`src/rtl/core/tlet_pkg.sv`:
```
`default_nettype none

package tlet_pkg;

  localparam int LIGHT_LIMIT = 32;
  localparam int EVENT_LIMIT = 128;
  localparam int EVENTS_DEF = 32;
  localparam int LIGHTS_DEF = 32;

  localparam int OP_W    = 3;
  localparam int ID_W    = 8;
  localparam int DAY_W   = 4;
  localparam int MIN_W   = 11;
  localparam int OFS_W   = 7;
  localparam int WDAY_W  = 3;
  localparam int LIGHT_W = $clog2(LIGHT_LIMIT);
  localparam int SUM_W   = MIN_W + 2;

  typedef enum logic [OP_W-1:0] {
    OP_ON     = 3'd0,
    OP_OFF    = 3'd1,
    OP_REMOVE = 3'd2,
    OP_RANDOM = 3'd3,
    OP_TICK   = 3'd4
  } op_t;

  typedef enum logic [1:0] {
    ST_OK       = 2'd0,
    ST_ID_RANGE = 2'd1,
    ST_FULL     = 2'd2,
    ST_NO_EVENT = 2'd3
  } status_t;

  localparam logic [DAY_W-1:0] DAY_EVERY   = 4'd7;
  localparam logic [DAY_W-1:0] DAY_WORK    = 4'd8;
  localparam logic [DAY_W-1:0] DAY_WEEKEND = 4'd9;
  localparam logic [WDAY_W-1:0] WDAY_SUN   = 3'd0;
  localparam logic [WDAY_W-1:0] WDAY_MON   = 3'd1;
  localparam logic [WDAY_W-1:0] WDAY_FRI   = 3'd5;
  localparam logic [WDAY_W-1:0] WDAY_SAT   = 3'd6;

  typedef struct packed {
    logic [LIGHT_W-1:0] light;
    logic [DAY_W-1:0]   day;
    logic [MIN_W-1:0]   minute;
    logic               turns_on;
    logic [OFS_W-1:0]   offset;
  } slot_t;

  typedef struct packed {
    logic               strobe;
    status_t            status;
    logic               cmd_valid;
    logic [LIGHT_W-1:0] light;
    logic               cmd_on;
    logic               last;
  } res_t;

  function automatic logic day_match(input logic [DAY_W-1:0] code,
                                     input logic [WDAY_W-1:0] today);
    logic m;
    begin
      if (code == DAY_EVERY) begin
        m = 1'b1;
      end else if (code == DAY_WORK) begin
        m = (today >= WDAY_MON) && (today <= WDAY_FRI);
      end else if (code == DAY_WEEKEND) begin
        m = (today == WDAY_SUN) || (today == WDAY_SAT);
      end else begin
        m = !code[DAY_W-1] && (code[WDAY_W-1:0] == today);
      end
      return m;
    end
  endfunction

  function automatic logic is_due(input logic [MIN_W-1:0] now,
                                  input logic [MIN_W-1:0] minute,
                                  input logic [OFS_W-1:0] offset);
    logic signed [SUM_W-1:0] sum;
    logic signed [SUM_W-1:0] nw;
    begin
      sum = $signed({2'b00, minute}) + $signed({{(SUM_W-OFS_W){offset[OFS_W-1]}}, offset});
      nw  = $signed({2'b00, now});
      return nw >= sum;
    end
  endfunction

endpackage

`default_nettype wire

```
`src/rtl/core/tlet_slot_ram.sv`:
```
`default_nettype none

module tlet_slot_ram import tlet_pkg::*; #(
  parameter int EVENTS = EVENTS_DEF,
  localparam int IDX_W = (EVENTS > 1) ? $clog2(EVENTS) : 1
) (
  input  wire logic             clk,
  input  wire logic             wr_en,
  input  wire logic [IDX_W-1:0] wr_addr,
  input  wire slot_t            wr_data,
  input  wire logic             rd_en,
  input  wire logic [IDX_W-1:0] rd_addr,
  output slot_t                 rd_data
);

  slot_t mem [EVENTS];

  always_ff @(posedge clk) begin
    if (wr_en) begin
      mem[wr_addr] <= wr_data;
    end
    if (rd_en) begin
      rd_data <= mem[rd_addr];
    end
  end

endmodule

`default_nettype wire

```
`src/rtl/core/tlet_seq.sv`:
```
`default_nettype none

module tlet_seq import tlet_pkg::*; #(
  parameter int EVENTS = EVENTS_DEF,
  parameter int LIGHTS = LIGHTS_DEF,
  localparam int IDX_W = (EVENTS > 1) ? $clog2(EVENTS) : 1
) (
  input  wire logic                clk,
  input  wire logic                rst_n,
  input  wire logic                start,
  output logic                     busy,
  input  wire logic [OP_W-1:0]     in_operation,
  input  wire logic signed [ID_W-1:0] in_light_id,
  input  wire logic [DAY_W-1:0]    in_day_code,
  input  wire logic [MIN_W-1:0]    in_event_minute,
  input  wire logic signed [OFS_W-1:0] in_random_offset,
  input  wire logic [MIN_W-1:0]    in_now_minute,
  input  wire logic [WDAY_W-1:0]   in_now_day,
  output logic                     wr_en,
  output logic [IDX_W-1:0]         wr_addr,
  output slot_t                    wr_data,
  output logic                     rd_en,
  output logic [IDX_W-1:0]         rd_addr,
  input  wire slot_t               rd_data,
  output res_t                     res
);

  typedef enum logic [1:0] {S_IDLE, S_SCAN, S_FINISH} state_t;

  localparam logic [IDX_W-1:0] LAST_IDX = IDX_W'(EVENTS - 1);

  state_t                  state_r, state_nxt;
  op_t                     op_r, op_nxt;
  logic [ID_W-1:0]         id_r, id_nxt;
  logic [DAY_W-1:0]        day_r, day_nxt;
  logic [MIN_W-1:0]        min_r, min_nxt;
  logic [OFS_W-1:0]        ofs_r, ofs_nxt;
  logic [MIN_W-1:0]        now_min_r, now_min_nxt;
  logic [WDAY_W-1:0]       now_day_r, now_day_nxt;
  status_t                 st_r, st_nxt;
  logic [IDX_W-1:0]        idx_r, idx_nxt;
  logic                    issue_r, issue_nxt;
  logic                    pend_r, pend_nxt;
  logic [IDX_W-1:0]        pidx_r, pidx_nxt;
  logic [EVENTS-1:0]       valid_r, valid_nxt;

  logic id_ok;
  logic key_hit;
  logic tick_hit;

  assign busy    = (state_r != S_IDLE);
  assign rd_addr = idx_r;
  assign rd_en   = (state_r == S_SCAN) && issue_r;

  assign id_ok = !in_light_id[ID_W-1] && ($unsigned(in_light_id) < ID_W'(LIGHTS));

  assign key_hit = valid_r[pidx_r] && !id_r[ID_W-1] && (id_r[ID_W-2:LIGHT_W] == '0) &&
                   (id_r[LIGHT_W-1:0] == rd_data.light) && (day_r == rd_data.day) &&
                   (min_r == rd_data.minute);

  assign tick_hit = valid_r[pidx_r] && day_match(rd_data.day, now_day_r) &&
                    is_due(now_min_r, rd_data.minute, rd_data.offset);

  always_comb begin
    state_nxt   = state_r;
    op_nxt      = op_r;
    id_nxt      = id_r;
    day_nxt     = day_r;
    min_nxt     = min_r;
    ofs_nxt     = ofs_r;
    now_min_nxt = now_min_r;
    now_day_nxt = now_day_r;
    st_nxt      = st_r;
    idx_nxt     = idx_r;
    issue_nxt   = issue_r;
    pend_nxt    = 1'b0;
    pidx_nxt    = idx_r;
    valid_nxt   = valid_r;
    wr_en       = 1'b0;
    wr_addr     = idx_r;
    wr_data     = '{light: id_r[LIGHT_W-1:0], day: day_r, minute: min_r,
                    turns_on: (op_r == OP_ON), offset: '0};
    res         = '{strobe: 1'b0, status: ST_OK, cmd_valid: 1'b0, light: '0,
                    cmd_on: 1'b0, last: 1'b0};

    unique case (state_r)
      S_IDLE: begin
        if (start) begin
          op_nxt      = op_t'(in_operation);
          id_nxt      = in_light_id;
          day_nxt     = in_day_code;
          min_nxt     = in_event_minute;
          ofs_nxt     = in_random_offset;
          now_min_nxt = in_now_minute;
          now_day_nxt = in_now_day;
          idx_nxt     = '0;
          issue_nxt   = 1'b1;
          state_nxt   = S_SCAN;
          case (op_t'(in_operation))
            OP_ON, OP_OFF: begin
              st_nxt = ST_FULL;
              if (!id_ok) begin
                st_nxt    = ST_ID_RANGE;
                state_nxt = S_FINISH;
              end
            end
            OP_REMOVE: st_nxt = ST_NO_EVENT;
            OP_RANDOM, OP_TICK: st_nxt = ST_OK;
            default: begin
              st_nxt    = ST_OK;
              state_nxt = S_FINISH;
            end
          endcase
        end
      end
      S_SCAN: begin
        if (op_r == OP_ON || op_r == OP_OFF) begin
          if (!valid_r[idx_r]) begin
            wr_en            = 1'b1;
            valid_nxt[idx_r] = 1'b1;
            st_nxt           = ST_OK;
            state_nxt        = S_FINISH;
          end else if (idx_r == LAST_IDX) begin
            state_nxt = S_FINISH;
          end else begin
            idx_nxt = idx_r + 1'b1;
          end
        end else begin
          if (issue_r) begin
            pend_nxt = 1'b1;
            if (idx_r == LAST_IDX) begin
              issue_nxt = 1'b0;
            end else begin
              idx_nxt = idx_r + 1'b1;
            end
          end
          if (pend_r) begin
            if (pidx_r == LAST_IDX) begin
              state_nxt = S_FINISH;
            end
            case (op_r)
              OP_REMOVE: begin
                if (key_hit) begin
                  valid_nxt[pidx_r] = 1'b0;
                  st_nxt            = ST_OK;
                  state_nxt         = S_FINISH;
                end
              end
              OP_RANDOM: begin
                if (key_hit) begin
                  wr_en          = 1'b1;
                  wr_addr        = pidx_r;
                  wr_data        = rd_data;
                  wr_data.offset = ofs_r;
                end
              end
              default: begin
                if (tick_hit) begin
                  res = '{strobe: 1'b1, status: ST_OK, cmd_valid: 1'b1,
                          light: rd_data.light, cmd_on: rd_data.turns_on, last: 1'b0};
                end
              end
            endcase
          end
        end
      end
      S_FINISH: begin
        res       = '{strobe: 1'b1, status: st_r, cmd_valid: 1'b0, light: '0,
                      cmd_on: 1'b0, last: 1'b1};
        state_nxt = S_IDLE;
      end
      default: state_nxt = S_IDLE;
    endcase
  end

  always_ff @(posedge clk) begin
    if (!rst_n) begin
      state_r <= S_IDLE;
      valid_r <= '0;
      pend_r  <= 1'b0;
      issue_r <= 1'b0;
    end else begin
      state_r <= state_nxt;
      valid_r <= valid_nxt;
      pend_r  <= pend_nxt;
      issue_r <= issue_nxt;
    end
    op_r      <= op_nxt;
    id_r      <= id_nxt;
    day_r     <= day_nxt;
    min_r     <= min_nxt;
    ofs_r     <= ofs_nxt;
    now_min_r <= now_min_nxt;
    now_day_r <= now_day_nxt;
    st_r      <= st_nxt;
    idx_r     <= idx_nxt;
    pidx_r    <= pidx_nxt;
  end

  a_cmd_only_on_tick: assert property (@(posedge clk) disable iff (!rst_n)
    res.strobe && res.cmd_valid |-> op_r == OP_TICK)
    else $error("light command outside a wake-up tick");

  a_write_in_scan: assert property (@(posedge clk) disable iff (!rst_n)
    wr_en |-> state_r == S_SCAN && (op_r == OP_ON || op_r == OP_OFF || op_r == OP_RANDOM))
    else $error("slot memory written outside a scan");

  a_schedule_sets_valid: assert property (@(posedge clk) disable iff (!rst_n)
    rst_n && wr_en && (op_r == OP_ON || op_r == OP_OFF) |=> valid_r[$past(wr_addr)])
    else $error("scheduled slot not marked valid");

  a_last_ends_item: assert property (@(posedge clk) disable iff (!rst_n)
    res.strobe && res.last |=> state_r == S_IDLE)
    else $error("final result did not end the item");

endmodule

`default_nettype wire

```
`src/rtl/core/timed_light_event_table_top.sv`:
```
// Channel   Ports                                          Handshake
// input     in_operation .. in_now_day                     start high, busy low
// result    out_status .. out_last                         out_strobe, one cycle
//
// Schedule scans the valid flags one slot a cycle, and its result passes through
// the output register. Remove, randomize and tick stream the slot memory one
// entry a cycle through its registered read, and their results pass through the
// output register too; a tick shows one command per due slot.
// Reset clears the valid flags synchronously; the slot memory itself is not cleared.
// The receiver cannot stall, so results leave at the pace the scan makes them.
`default_nettype none

module timed_light_event_table_top import tlet_pkg::*; #(
  parameter int EVENTS = EVENTS_DEF,
  parameter int LIGHTS = LIGHTS_DEF
) (
  input  wire logic                    clk,
  input  wire logic                    rst_n,
  input  wire logic                    start,
  output logic                         busy,
  input  wire logic [OP_W-1:0]         in_operation,
  input  wire logic signed [ID_W-1:0]  in_light_id,
  input  wire logic [DAY_W-1:0]        in_day_code,
  input  wire logic [MIN_W-1:0]        in_event_minute,
  input  wire logic signed [OFS_W-1:0] in_random_offset,
  input  wire logic [MIN_W-1:0]        in_now_minute,
  input  wire logic [WDAY_W-1:0]       in_now_day,
  output logic                         out_strobe,
  output logic [1:0]                   out_status,
  output logic                         out_command_valid,
  output logic [LIGHT_W-1:0]           out_command_light,
  output logic                         out_command_on,
  output logic                         out_last
);

  localparam int IDX_W = (EVENTS > 1) ? $clog2(EVENTS) : 1;

  logic             wr_en;
  logic [IDX_W-1:0] wr_addr;
  slot_t            wr_data;
  logic             rd_en;
  logic [IDX_W-1:0] rd_addr;
  slot_t            rd_data;
  res_t             res;
  res_t             res_r;

  tlet_slot_ram #(.EVENTS(EVENTS)) u_ram (
    .clk     (clk),
    .wr_en   (wr_en),
    .wr_addr (wr_addr),
    .wr_data (wr_data),
    .rd_en   (rd_en),
    .rd_addr (rd_addr),
    .rd_data (rd_data)
  );

  tlet_seq #(.EVENTS(EVENTS), .LIGHTS(LIGHTS)) u_seq (
    .clk              (clk),
    .rst_n            (rst_n),
    .start            (start),
    .busy             (busy),
    .in_operation     (in_operation),
    .in_light_id      (in_light_id),
    .in_day_code      (in_day_code),
    .in_event_minute  (in_event_minute),
    .in_random_offset (in_random_offset),
    .in_now_minute    (in_now_minute),
    .in_now_day       (in_now_day),
    .wr_en            (wr_en),
    .wr_addr          (wr_addr),
    .wr_data          (wr_data),
    .rd_en            (rd_en),
    .rd_addr          (rd_addr),
    .rd_data          (rd_data),
    .res              (res)
  );

  always_ff @(posedge clk) begin
    if (!rst_n) begin
      res_r.strobe <= 1'b0;
    end else begin
      res_r.strobe <= res.strobe;
    end
    res_r.status    <= res.status;
    res_r.cmd_valid <= res.cmd_valid;
    res_r.light     <= res.light;
    res_r.cmd_on    <= res.cmd_on;
    res_r.last      <= res.last;
  end

  assign out_strobe        = res_r.strobe;
  assign out_status        = res_r.status;
  assign out_command_valid = res_r.cmd_valid;
  assign out_command_light = res_r.light;
  assign out_command_on    = res_r.cmd_on;
  assign out_last          = res_r.last;

endmodule

`default_nettype wire
```
`config.mk`:
```
export PLATFORM = sky130hd
export DESIGN_NAME = timed_light_event_table_top
export DESIGN_NICKNAME = d
export VERILOG_FILES = /design/src/rtl/core/tlet_pkg.sv /design/src/rtl/core/tlet_slot_ram.sv /design/src/rtl/core/tlet_seq.sv /design/src/rtl/core/timed_light_event_table_top.sv
export SDC_FILE = /design/constraint.sdc
export NUM_CORES = 1
export LEC_CHECK = 0
export BUFFER_PORTS_ARGS = -buffer_cell sky130_fd_sc_hd__buf_2
export CAP_MARGIN = 20
export CORE_ASPECT_RATIO = 1.2
export CORE_MARGIN = 2
export CORE_UTILIZATION = 40
export DETAILED_ROUTE_END_ITERATION = 8
export PLACE_DENSITY = 0.58
export SYNTH_ARGS = -nofsm -noshare
export SYNTH_HDL_FRONTEND = slang
export SYNTH_HIERARCHICAL = 1
export SYNTH_SLANG_ARGS = --single-unit
```
`constraint.sdc`:
```
create_clock -name clk -period 4.3 [get_ports clk]
set_input_delay 0.645 -clock clk [delete_from_list [all_inputs] [get_ports clk]]
set_output_delay 0.645 -clock clk [all_outputs]
set_load 0.01 [all_outputs]
```
==> results.yml <==
critical_path:
  arrival_ns: 4.54
  crit_required_ns: 4.85
  reg2reg_depth: 17
  critPathKind: "reg2reg"
  worstSetupEndpointType: "flop"
  worstReg2RegStart: "u_ram/rd_data[8]"
  r2r-end: "out_command_light[0]"
  critPathMaxFanout: 7
  worstSetupStartpointType: "flop"
  setup.worst_path.start: "u_ram/rd_data[8]"
  rrSetupSlack_ns: 0.31
  endpoint: "out_command_light[0]"
cts:
  numCtsBuffers: 104
  cts_resized: 0
  cts_setup_buffers: 0
  clkSinkCount: 1030
  cts_tree: "done"
  clk_path_buf_depth: 3
  cts.htree.levels: 3
  clockRootBuffer: "clkbuf_16"
  path_clk_slew_ns: 0.06
  clk_latency_ns: 0.68
  holdBufCountCts: 0
detailed_routing:
  num_vias: 22900
  wl_per_cell_um: 24.6
  ant_nets: 0
  vias_per_cell: 5.51
  drt-initial-drc-count: 1941
  drt_pass1_iterations: 5
  drc: 0
  wl_um: 102000
hold_path:
  holdCritPathClass: "in2reg"
  min_path_cells: 1
placement:
  gp_congestion: 0.836
  place_inst: 3962
  pre_cts_slack_ns: 0.0679
  hpwl_um: 65100
  postPlaceCellArea_sq_mm: 0.0444
  portBuffers: 61
global_routing:
  grt_first_pass_wirelength_um: 152000
  grt_start_max_net_pins: 129
  antenna_found_initial: 0
  grt_usage_pct: 19.0
  grt-ovfl-total: 0
  grt_pass1_vias: 23300
timing:
  slew_viol_final: 0
  worst_pin_slew_ns: 1.01
  fmax_ghz: 0.250
  clock_skew_ns: 0.0444
  setup_violations: 0
  max-slew-margin-rel_pct: 32.4
  setup_ws_ns: 0.308
  period_share_pct: 92.8
  finalCriticalPeriod_ns: 3.99
  finalHoldViolations: 0
logic_synthesis:
  synth_cell_types: 77
  syn-num-nets: 2629
  yosysSeqAreaShare_pct: 73.0
  ys_ff_latch: 1030
  synth.cell_area_sq_mm: 0.0416
  ys_async_sr_fraction_pct: 0
  syn_avg_cell_area_sq_um: 16.3
  synth_edf_count: 978
  syn_inst: 2548
  ys.flop_type: "edfxtp_1"
  yosysWarningCount: 6
finish:
  drive_gt1_share_pct: 15.2
  num_antenna_cells: 0
  layout_common_cells: "978 x edfxtp_1, 478 x mux2i_1, 113 x nand2_1"
  syn2layout_area_growth_pct: 15.1
  nets: 2774
  stdcell_count: 4155
  layout_commonest_cell: "edfxtp_1"
  design_area_sq_mm: 0.0479
flow_run:
  maxCapViolations: 0
power_and_ir_drop:
  ir_drop_mv: 0.451
  power.density_mw_per_mm2: 567
  p_leak_nw: 16.7
die:
  core_sq_mm: 0.103
  fp.dieH_um: 357
  dieArea_sq_mm: 0.107
  row_count: 129
  pin_count: 62
  start_util_pct: 40.4
  dieWidth_um: 299
run_status:
  status: "finished clean"
==> cells in the mapped netlist (30+ instances only) <==
cell	instances	area, sq um
dfxtp_1	52	1040
nor2_1	58	218
a31oi_1	32	200
a21oi_1	108	541
buf_4	30	225
nand3_1	96	480
nor3_1	42	210
clkbuf_1	59	221
mux2i_1	478	4780
buf_2	33	165
a22oi_1	84	631
nand2_1	113	424
a22o_1	56	490
edfxtp_1	978	29400
ha_1	30	375
==> per-layer routing <==
| layer | wire, um | part of all wire (%) | GRT usage, % | vias up |
|---|---|---|---|---|
| met2 | 49900 | 49 | 32.0 | 683 |
| met5 | 0 | 0 | 0 | - |
| met3 | 5850 | 5.7 | 2.45 | 123 |
| met4 | 1960 | 1.9 | 4.94 | 0 |
| li1 | - | - | - | 10300 |
| met1 | 44500 | 44 | 26.0 | 11800 |
==> how the worst min path moves through the flow <==
stage	to	from	slack, ns
finish	u_seq/min_r[8]	in_event_minute[8]	0.13
global route	u_seq/min_r[9]	in_event_minute[9]	0.11
CTS	u_seq/min_r[8]	in_event_minute[8]	0.09
detailed placement	out_status[0]	u_seq/st_r[0]	0.48
global placement	out_status[0]	u_seq/st_r[0]	0.47
floorplan	u_seq/pidx_r[4]	u_seq/rd_addr[4]	0.43
==> state kept, by name, summed over array words and instances (netlist names), 2 cells and up <==
register	cells
u_ram/mem	896
u_seq/min_r	11
out_command_light	5
u_seq/id_r	8
u_seq/state_r	2
u_seq/pidx_r	5
u_seq/op_r	3
out_status	2
u_seq/ofs_r	7
u_seq/now_day_r	3
u_seq/st_r	2
u_seq/day_r	4
u_seq/rd_addr	5
u_seq/now_min_r	11
u_seq/valid_r	32
u_ram/rd_data	28
==> critical path, cell delays in order, from the launching register on <==
cell       delay [ns]
edfxtp_1         0.41
ha_1             0.25
fa_1             0.43
a21o_1           0.19
a21oi_2          0.20
o21bai_1         0.12
a211oi_2         0.31
buf_4            0.17
o31a_1           0.19
xnor2_1          0.08
ha_1             0.20
a2111oi_0        0.29
o21ai_0          0.18
a21oi_1          0.14
a21oi_1          0.14
a221oi_2         0.32
buf_4            0.20
nor4b_1          0.06
==> cell type report <==
type                       instances  area, sq um
sequential                      1030        30400
multi-input combinational       1346        10600
clock buffer                     119         2690
tap                             1375         1720
fill                            8708        55200
timing repair buffer             191         1590
clock inverter                    74          820
inverter                          20         75.1
==> metrics by stage <==
stage                     hold slack (ns)  utilization, %  total power, mW  setup TNS [ns]
after floorplan                     0.430               -             15.9          -36.75
after global routing                0.111            46.5             28.1        -0.00387
after global placement              0.469            43.0             18.1               0
after detailed placement            0.484            43.0             18.1               0
after CTS                          0.0932            46.4             27.3               0
final                               0.133            46.5             27.1               0
==> report_power, final <==
group	total, mW	switching, mW	internal [mW]	leakage, nW
logic	6.34	4.16	2.18	5.11
registers	11.6	0.214	11.4	9.85
clock network	9.21	3.76	5.45	1.73
total	27.1	8.13	19.0	16.7
==> cells by family after synthesis <==
group / synth area share [%]
flops: 73.0
xor+xnor: 0.694
simple gates: 4.82
compound gates: 6.52
buf+inv: 2.20
fa+ha+maj: 0.950
mux: 11.8
(Power assumes the default switching activity.)
